File: src/hdl/csh_pkg.sv
// ----------------------------------------------------------------------------
// csh_pkg: shared types for the swept circle against segment hit block
// Sequencer states, the queue head status and the fixed result constants.
// ----------------------------------------------------------------------------
package csh_pkg;

  localparam int unsigned QUEUE_DEPTH = 4;

  localparam logic [16:0] NO_HIT_TIME = 17'd65536;
  localparam logic [16:0] TIME_MAX    = 17'h1ffff;
  localparam logic [15:0] NORM_POS    = 16'h7fff;
  localparam logic [15:0] NORM_NEG    = 16'h8000;

  typedef enum logic [5:0] {
    S_IDLE, S_G, S_GG1, S_GG2, S_LEN, S_HX, S_HY, S_EN1, S_EN2, S_DV1, S_DV2,
    S_T, S_C1, S_C2, S_C3, S_A1, S_A2, S_K0, S_QA1, S_QA2, S_QH1, S_QH2,
    S_QC1, S_QC2, S_QC3, S_LIN, S_D1, S_D2, S_SQ, S_T0, S_T1, S_CHK, S_P1,
    S_P2, S_P3, S_L1, S_L2, S_LSQ, S_NX, S_NY, S_NEXT, S_OUT
  } csh_state_e;

  typedef struct packed {
    logic valid;
    logic seg_point;
  } csh_head_t;

endpackage

File: src/hdl/csh_front.sv
// ----------------------------------------------------------------------------
// csh_front: query intake and queue
// Accepts queries, flags segments whose ends coincide, and holds them in a
// short queue until the back end takes them.
// ----------------------------------------------------------------------------
module csh_front #(
  parameter int W = 32
) (
  input  logic                    clk_i,
  input  logic                    rst_ni,
  input  logic                    in_valid_i,
  output logic                    in_stall_o,
  input  logic signed [W-1:0]     start_x_i,
  input  logic signed [W-1:0]     start_y_i,
  input  logic signed [W-1:0]     move_x_i,
  input  logic signed [W-1:0]     move_y_i,
  input  logic        [W-2:0]     radius_i,
  input  logic signed [W-1:0]     end_a_x_i,
  input  logic signed [W-1:0]     end_a_y_i,
  input  logic signed [W-1:0]     end_b_x_i,
  input  logic signed [W-1:0]     end_b_y_i,
  input  logic                    pop_i,
  output csh_pkg::csh_head_t      head_o,
  output logic        [9*W-2:0]   item_o
);
  import csh_pkg::*;

  localparam int IW = 9 * W - 1;
  localparam int PW = $clog2(QUEUE_DEPTH);

  logic [IW:0]   mem_q [QUEUE_DEPTH];
  logic [PW-1:0] wr_ptr_q, rd_ptr_q;
  logic [PW:0]   cnt_q;
  logic          push;
  logic          pop;
  logic          seg_point;

  assign in_stall_o = (cnt_q == (PW+1)'(QUEUE_DEPTH));
  assign push       = in_valid_i && !in_stall_o;
  assign pop        = pop_i && (cnt_q != '0);
  assign seg_point  = (end_a_x_i == end_b_x_i) && (end_a_y_i == end_b_y_i);

  always_ff @(posedge clk_i) begin
    if (push) begin
      mem_q[wr_ptr_q] <= {seg_point, start_x_i, start_y_i, move_x_i, move_y_i, radius_i,
                          end_a_x_i, end_a_y_i, end_b_x_i, end_b_y_i};
    end
  end

  always_ff @(posedge clk_i or negedge rst_ni) begin
    if (!rst_ni) begin
      wr_ptr_q <= '0;
      rd_ptr_q <= '0;
      cnt_q    <= '0;
    end else begin
      if (push) wr_ptr_q <= wr_ptr_q + 1'b1;
      if (pop)  rd_ptr_q <= rd_ptr_q + 1'b1;
      if (push && !pop)      cnt_q <= cnt_q + 1'b1;
      else if (pop && !push) cnt_q <= cnt_q - 1'b1;
    end
  end

  assign head_o.valid     = (cnt_q != '0);
  assign head_o.seg_point = mem_q[rd_ptr_q][IW];
  assign item_o           = mem_q[rd_ptr_q][IW-1:0];

endmodule

File: config.mk
export PLATFORM = sky130hd
export DESIGN_NAME = csh_front
export DESIGN_NICKNAME = d
export VERILOG_FILES = /design/src/hdl/csh_pkg.sv /design/src/hdl/csh_front.sv
export SDC_FILE = /design/constraint.sdc
export NUM_CORES = 1
export LEC_CHECK = 0
export BUFFER_PORTS_ARGS = -buffer_cell sky130_fd_sc_hd__buf_2
export CORE_ASPECT_RATIO = 0.8
export CORE_MARGIN = 2
export CORE_UTILIZATION = 45
export CTS_CLUSTER_SIZE = 12
export DETAILED_ROUTE_END_ITERATION = 7
export GPL_TIMING_DRIVEN = 0
export PLACE_DENSITY = 0.77
export SYNTH_ARGS = -nofsm -noshare
export SYNTH_HDL_FRONTEND = slang
export SYNTH_SLANG_ARGS = --single-unit
File: constraint.sdc
create_clock -name clk_i -period 12.2 [get_ports clk_i]
set_input_delay 1.22 -clock clk_i [delete_from_list [all_inputs] [get_ports clk_i]]
set_output_delay 1.22 -clock clk_i [all_outputs]
set_load 0.01 [all_outputs]
==> flow_summary.ini, run 1 <==
[cts]
cts.clk_slew.worst_paths_ps = 60
ctsHoldBuffers = 0
cts_resized = 0
cts_tree = built
numCtsBuffers = 111
clock-sinks = 1159
cts_htree_levels = 3
cts_buffer_depth = 3
post-cts-setup-buffer-count = 0
cts-root-buf = clkbuf_16
clock_latency_ps = 700

[detailed_routing]
viasPerCell = 5.52
postRouteAntennaNets = 0
drc = 0
drt-pass1-iter-count = 5
vias = 20100
drtIter0Drc = 1919
wl_per_cell_um = 27.2
routed_wl_um = 98900

[placement]
place_area_um2 = 47600
dpl.hpwl_um = 66300
port_buffers = 580
gp_congestion = 0.785
post-place-ws_ps = 7580
placedCellCount = 3449

[sta]
whs_ps = 354
hold_viol_final = 0
setup_viol = 0
setup_slack_ps = 8250
fin_crit_sh = 0.324
layout_min_cycle_time_ps = 3950
slew-limit-headroom = 0.240
max_freq_mhz = 253
finClkSkew_ps = 70.8
slew_violations = 0
tightest_slew_ps = 1130
rsz0062_at_grt = false

[yosys]
synthCells = 1625
synth_area_leaders = edfxtp_1 (81%), mux4_2 (15%), xor2_1 (1.4%)
ys_seq_area_frac = 0.816
synth_top_area_cell = edfxtp_1
synthFlopType = edfxtp_1
yosysWarnings = 0
synth_seq_cells = 1159
async_reset_ff_frac = 0.00604
synth_area_um2 = 42600
synth_top_area_frac = 0.812
avgSynthCellArea_um2 = 26.2
synth_nets = 1922
synth_cell_types = 24
synth_edf_count = 1152

[floorplanning]
fp.dieW_um = 348
core_area_um2 = 93500
die_y_um = 279
boundaryPins = 581
core.rowCount = 100
floorplan.initialDensity = 0.456
fp.dieArea_um2 = 97100

[critical_path]
crit_arrival_ps = 2730
startpoint_type = flop
crit_fanout = 10
reg2reg_from = cnt_q[2]
end_kind = output port
path_class = reg -> out
critPathRequiredTime_ps = 10980
reg2reg_depth = 7
startpoint = rd_ptr_q[1]

[worst_hold_path]
hold_class = in -> async

[status]
status = completed

[cells_and_area]
final_common_cell = edfxtp_1
layout_common_cells = edfxtp_1 (1152), buf_2 (612), mux4_2 (288)
final_cell_count_no_fill = 3635
fill_cells = 6811
nets = 2635
stdcell_area_um2 = 50800
drive_above_1_share = 0.449
syn2layout_area_growth_pct = 19.4

[run]
drv_cap = 0

[power_and_ir_drop]
p_per_area_nw_per_um2 = 245
totalPowerFinal_w = 0.0124
peakVddDrop_uv = 172
p_leak_nw = 17.2

[global_route]
grt_max_degree = 60
grtUsageTotal = 0.201
grt_pass1_vias = 21200
antenna_found_initial = 28
grt_first_pass_wirelength_um = 142000
grt_overflow_total = 0
sequential cells by signal, indices dropped and copies added, names as in the netlist:
signal	flops
rd_ptr_q	2
cnt_q	3
wr_ptr_q	2
mem_q	1152
worst max-delay path, cell delays in order, from the launching register on:
cell	delay, ps
dfrtp_1	320
buf_2	320
buf_2	430
buf_2	410
mux4_2	410
buf_2	180
synthesized netlist by cell type (2+ instances only):
master / number
nor4_1: 17
inv_1: 3
xor2_1: 66
dfrtp_1: 7
and2_1: 4
buf_2: 32
mux4_2: 288
edfxtp_1: 1152
buf_6: 11
nand4_1: 4
xnor2_1: 4
clkbuf_1: 5
ha_1: 5
buf_4: 14
buf_1: 3
nand2_1: 2
layout make-up:
cell class / instances / area, um^2 / area share
Sequential cell: 1159 / 34800 / 0.684
Multi-Input combinational cell: 398 / 7400 / 0.146
Timing Repair Buffer: 600 / 3450 / 0.0679
Clock buffer: 149 / 2930 / 0.0576
Tap cell: 1224 / 1530 / 0.0301
Buffer: 65 / 419 / 0.00824
Clock inverter: 19 / 289 / 0.00568
Antenna cell: 18 / 45.0 / 0.000886
Inverter: 3 / 11.3 / 0.000221
through the flow:
stage          setup TNS (ps)  utilization
6_report                    0        0.544
5_1_grt                     0        0.544
4_1_cts                     0        0.544
3_5_place_dp                0        0.509
3_3_place_gp         -1581500        0.503
2_1_floorplan               0            -
kinds of logic after synthesis:
group	after synthesis	synth area share
AO/OA/AOI/OAI	1	0.000117
XOR/XNOR	70	0.0144
adder cells (fa/ha/maj)	6	0.00194
buffers and inverters	68	0.0101
flip-flops	1159	0.816
multiplexers	289	0.153
AND/OR/NAND/NOR	32	0.00452
worst paths after layout:
check | end | slack [ps]
setup / recovery | item_o[65] | 8250
hold / removal | cnt_q[2] | 350
setup reg to reg | mem_q[3][136] | 8970
hold reg to reg | cnt_q[2] | 500
max in group asynchronous | cnt_q[1] | 11630
min in group clk_i | cnt_q[2] | 500
metal layers:
metal / part of all wire / up-vias / track usage
met5: 0.0021 / - / 0
met4: 0.023 / 32 / 0.0562
met3: 0.10 / 167 / 0.0697
met2: 0.50 / 933 / 0.332
met1: 0.37 / 10500 / 0.254
li1: - / 8459 / -
power by group:
| part | internal [W] | total (W) | switching, W |
|---|---|---|---|
| sequential | 0.00524 | 0.00540 | 0.000165 |
| clock | 0.00172 | 0.00311 | 0.00139 |
| combinational | 0.00168 | 0.00393 | 0.00225 |
No activity file was read; power rests on OpenSTA's default activity.
==> run 2: changes to the inputs <==
- PLACE_DENSITY: 0.77 -> 0.79
- clock period: 12.2 -> 3.3 ns (I/O delays scaled with it)
==> run 2 against run 1 <==
Flip-flop and latch count is the same. Sequential share of layout area shrank 3.6 points. Setup slack lost 8100 ps. Via count grew 7.8%. Critical endpoint is now item_o[19]. Largest power group unchanged.
==> flow_summary.ini, run 2 (synthesized netlist as in run 1, its figures left out) <==
[sta]
layout_min_cycle_time_ps = 3150
rsz0062_at_grt = false
setup_viol = 0
finClkSkew_ps = 44.5
hold_viol_final = 0
max_freq_mhz = 317
setup-tns-final_ps = 0
slew-limit-headroom = 0.270
slew_violations = 0
fin_crit_sh = 0.955
tightest_slew_ps = 1080

[global_route]
grtUsageTotal = 0.215
antenna_found_initial = 13
grt_overflow_total = 0
grt_max_degree = 61
grt_pass1_vias = 23000
grt_first_pass_wirelength_um = 152000

[power_and_ir_drop]
peakVddDrop_uv = 642
comb_power_share = 0.323
p_per_area_nw_per_um2 = 866
switching_share = 0.310
p_leak_nw = 18.4
switching_power_w = 0.0144
power_frac_clock = 0.246
p_int_w = 0.0320
seqPwrFrac = 0.431
totalPowerFinal_w = 0.0464

[cts]
cts_htree_levels = 3
clock-sinks = 1159
cts-root-buf = clkbuf_16
clock_latency_ps = 680
cts_buffer_depth = 3
cts.clk_slew.worst_paths_ps = 60
cts_tree = built
numCtsBuffers = 111

[detailed_routing]
drc = 0
routed_wl_um = 106000
viasPerCell = 5.53
wl_per_cell_um = 27.0
vias = 21600
drtIter0Drc = 2020
drt-pass1-iter-count = 7
postRouteAntennaNets = 0

[cells_and_area]
drive_above_1_share = 0.401
stdcell_area_um2 = 53700
seqCellArea_um2 = 34800
multiInputGateArea_um2 = 7400
utilization = 0.574
regMostFlops = mem_q
largest_reg_flops = 1152
final_common_cell = edfxtp_1
layout_common_cells = edfxtp_1 (1152), buf_2 (610), dlygate4sd3_1 (290)
top_regs = mem_q x1152, cnt_q x3
fill_cells = 6444
nets = 2925
syn2layout_area_growth_pct = 26.0

[placement]
port_buffers = 580
place_area_um2 = 47600
dpl.hpwl_um = 66700
gp_congestion = 0.797

[floorplanning]
floorplan.initialDensity = 0.456
core.rowCount = 100
boundaryPins = 581
fp.dieW_um = 348
core_area_um2 = 93500
fp.dieArea_um2 = 97100
die_y_um = 279

[critical_path]
crit_fanout = 10
path_class = reg -> out
startpoint_type = flop
critPathRequiredTime_ps = 2970
crit_arrival_ps = 2820
end_kind = output port

[status]
status = completed

[run]
drv_cap = 0

[worst_hold_path]
hold_class = in -> reg
==> run 2: path summary, 6_finish.rpt <==
path	startpoint	to	slack, ps	cells after the start
setup / recovery	rd_ptr_q[1]	item_o[19]	150	4
hold / removal	in_valid_i	wr_ptr_q[0]	210	4
setup reg to reg	cnt_q[2]	mem_q[0][9]	260	7
hold reg to reg	cnt_q[2]	cnt_q[2]	500	1
max in group asynchronous	rst_ni	rd_ptr_q[1]	2360	3
min in group asynchronous	rst_ni	cnt_q[1]	660	3
==> run 2: repair_timing <==
item / in CTS / in global routing
gates resized for setup: 4 / 1
hold buffers: 290 / 0
endpoints found under the hold margin: 1157 / 0
endpoints found under the setup margin: 5 / 4
buffers inserted: 0 / 0
==> run 2: critical path, cell delays in order (launching register included) <==
cell and delay [ps]:
dfrtp_1 360, buf_2 370, buf_1 750, mux4_2 470, buf_2 170
==> run 2: power by group through the flow <==
stage / combinational, W / clock (W) / sequential (W)
final: 0.0150 / 0.0114 / 0.0200
after global routing: 0.0159 / 0.0121 / 0.0202
after CTS: 0.0152 / 0.0116 / 0.0200
after detailed placement: 0.0148 / 0 / 0.0203
after global placement: 0.0141 / 0 / 0.0205
after floorplan: 0.00853 / 0 / 0.0202
==> run 2: layout make-up <==
class / count / share of cell area
Sequential cell: 1159 / 0.648
Multi-Input combinational cell: 398 / 0.138
Timing Repair Buffer: 890 / 0.118
Clock buffer: 146 / 0.0546
Tap cell: 1224 / 0.0285
Buffer: 65 / 0.00814
Clock inverter: 20 / 0.00394
Antenna cell: 10 / 0.000466
Inverter: 3 / 0.000210
==> run 2: metal layers <==
metal  up-vias  part of all wire  global-route usage
li1       9016                 -                   -
met1     11300              0.37               0.270
met2      1138              0.51               0.365
met3       212             0.088              0.0572
met4         6             0.031              0.0708
met5         -           0.00032                   0
==> run 2: metrics by stage <==
stage | hold slack [ps] | setup WS (ps) | instances
5_1_grt | 189 | 66.6 | 3913
3_5_place_dp | 175 | -251 | 3449
3_3_place_gp | 169 | -1500 | 3429
4_1_cts | 131 | 20.5 | 3905
2_1_floorplan | 34.4 | 3.22 | 1625
6_report | 208 | 150 | 3915
==> run 3: changes to the inputs <==
- CORE_MARGIN: 2 -> not set
==> run 3 against run 2 <==
Critical path depth is the same. Flip-flop and latch count did not move. Utilization about the same.
==> flow_summary.ini, run 3 (synthesized netlist as in run 1, its figures left out) <==
[status]
status = completed

[cts]
numCtsBuffers = 110
cts_tree = built
clock_latency_ps = 680
clock-sinks = 1159
cts_buffer_depth = 3
cts.clk_slew.worst_paths_ps = 60
cts_htree_levels = 3
cts-root-buf = clkbuf_16

[placement]
port_buffers = 580
dpl.hpwl_um = 64900
gp_congestion = 0.800

[sta]
layout_min_cycle_time_ps = 3160
slew_violations = 0
finClkSkew_ps = 37.4
hold_viol_final = 0
max_freq_mhz = 317
rsz0062_at_grt = false
fin_crit_sh = 0.956
slew-limit-headroom = 0.185
tightest_slew_ps = 1220
setup_viol = 0

[detailed_routing]
postRouteAntennaNets = 0
viasPerCell = 5.47
wl_per_cell_um = 26.4
drc = 0
drtIter0Drc = 1997
vias = 21400
drt-pass1-iter-count = 5
routed_wl_um = 103000

[cells_and_area]
top_regs = mem_q x1152, cnt_q x3
drive_above_1_share = 0.402
utilization = 0.574
regMostFlops = mem_q
syn2layout_area_growth_pct = 25.8
layout_common_cells = edfxtp_1 (1152), buf_2 (612), dlygate4sd3_1 (289)
nets = 2923
final_common_cell = edfxtp_1
largest_reg_flops = 1152
fill_cells = 6474

[floorplanning]
floorplan.initialDensity = 0.456
fp.dieArea_um2 = 95900
core.rowCount = 100
boundaryPins = 581
core_area_um2 = 93300
fp.dieW_um = 346
die_y_um = 277

[critical_path]
path_class = reg -> out
crit_arrival_ps = 2830
critPathMostFrequentCell = buf_2
path_cells = buf_2, clkbuf_1, mux4_2, buf_2
startpoint = rd_ptr_q[1]
startpoint_type = flop
crit_fanout = 10
end_kind = output port
crit_family = buffers and inverters
critPathRequiredTime_ps = 2970
critical_path.slowest_cell = clkbuf_1
cp_num_buf_inv = 3
reg2reg_from = cnt_q[2]
critPathMaxStageDelay_ps = 940

[global_route]
antenna_found_initial = 9
grt_max_degree = 62
grt_pass1_vias = 23000
grt_first_pass_wirelength_um = 150000
grtUsageTotal = 0.214
grt_overflow_total = 0

[power_and_ir_drop]
peakVddDrop_uv = 586
p_per_area_nw_per_um2 = 860
p_leak_nw = 18.3
totalPowerFinal_w = 0.0460

[worst_hold_path]
hold_class = in -> async

[run]
drv_cap = 0
## run 3: metal layers
metal / part of all wire / track usage / up-vias
met5: 0 / 0 / -
met4: 0.025 / 0.0583 / 0
met3: 0.086 / 0.0555 / 157
met2: 0.51 / 0.364 / 1057
met1: 0.38 / 0.272 / 11200
li1: - / - / 8996
## run 3: cell type report
cell class	instances	area, um^2	area share
Antenna cell	10	25.0	0.000467
Multi-Input combinational cell	398	7400	0.138
Tap cell	1224	1530	0.0286
Buffer	65	423	0.00790
Timing Repair Buffer	889	6320	0.118
Sequential cell	1159	34800	0.649
Clock inverter	18	201	0.00376
Inverter	3	11.3	0.000210
Clock buffer	144	2880	0.0538
## run 3: power by group
group | internal (W) | leakage (nW) | switching [W]
Combinational | 0.00640 | 6.21 | 0.00840
Clock | 0.00608 | 1.49 | 0.00516
Sequential | 0.0194 | 10.6 | 0.000645
Total | 0.0318 | 18.3 | 0.0142
## run 3: through the flow
step | hold slack, ps | cell area, um^2 | worst slack, ps | cells | setup TNS [ps]
finish | 101 | 53600 | 145 | 3910 | 0
global route | 63.9 | 53500 | 31.8 | 3905 | 0
CTS | 25.7 | 53500 | 3.06 | 3900 | 0
detailed placement | 173 | 47600 | -304 | 3449 | -1210
global placement | 165 | 47000 | -1520 | 3429 | -1661080
floorplan | 34.4 | 42600 | 3.22 | 1625 | 0
## run 3: path summary, 6_finish.rpt
path | endpoint | slack (ps) | depth (start not counted)
worst min register to register | cnt_q[2] | 510 | 1
worst min-delay path | cnt_q[2] | 100 | 2
min in group clk_i | wr_ptr_q[0] | 170 | 4
max in group asynchronous | wr_ptr_q[0] | 3020 | 2
worst max register to register | mem_q[2][7] | 340 | 7
worst max-delay path | item_o[4] | 140 | 4
## run 3: repair_timing
action	4_1_cts	5_1_grt
hold buffers	289	0
setup buffers	0	0
gates resized for setup	0	0
hold endpoints to repair	1157	0
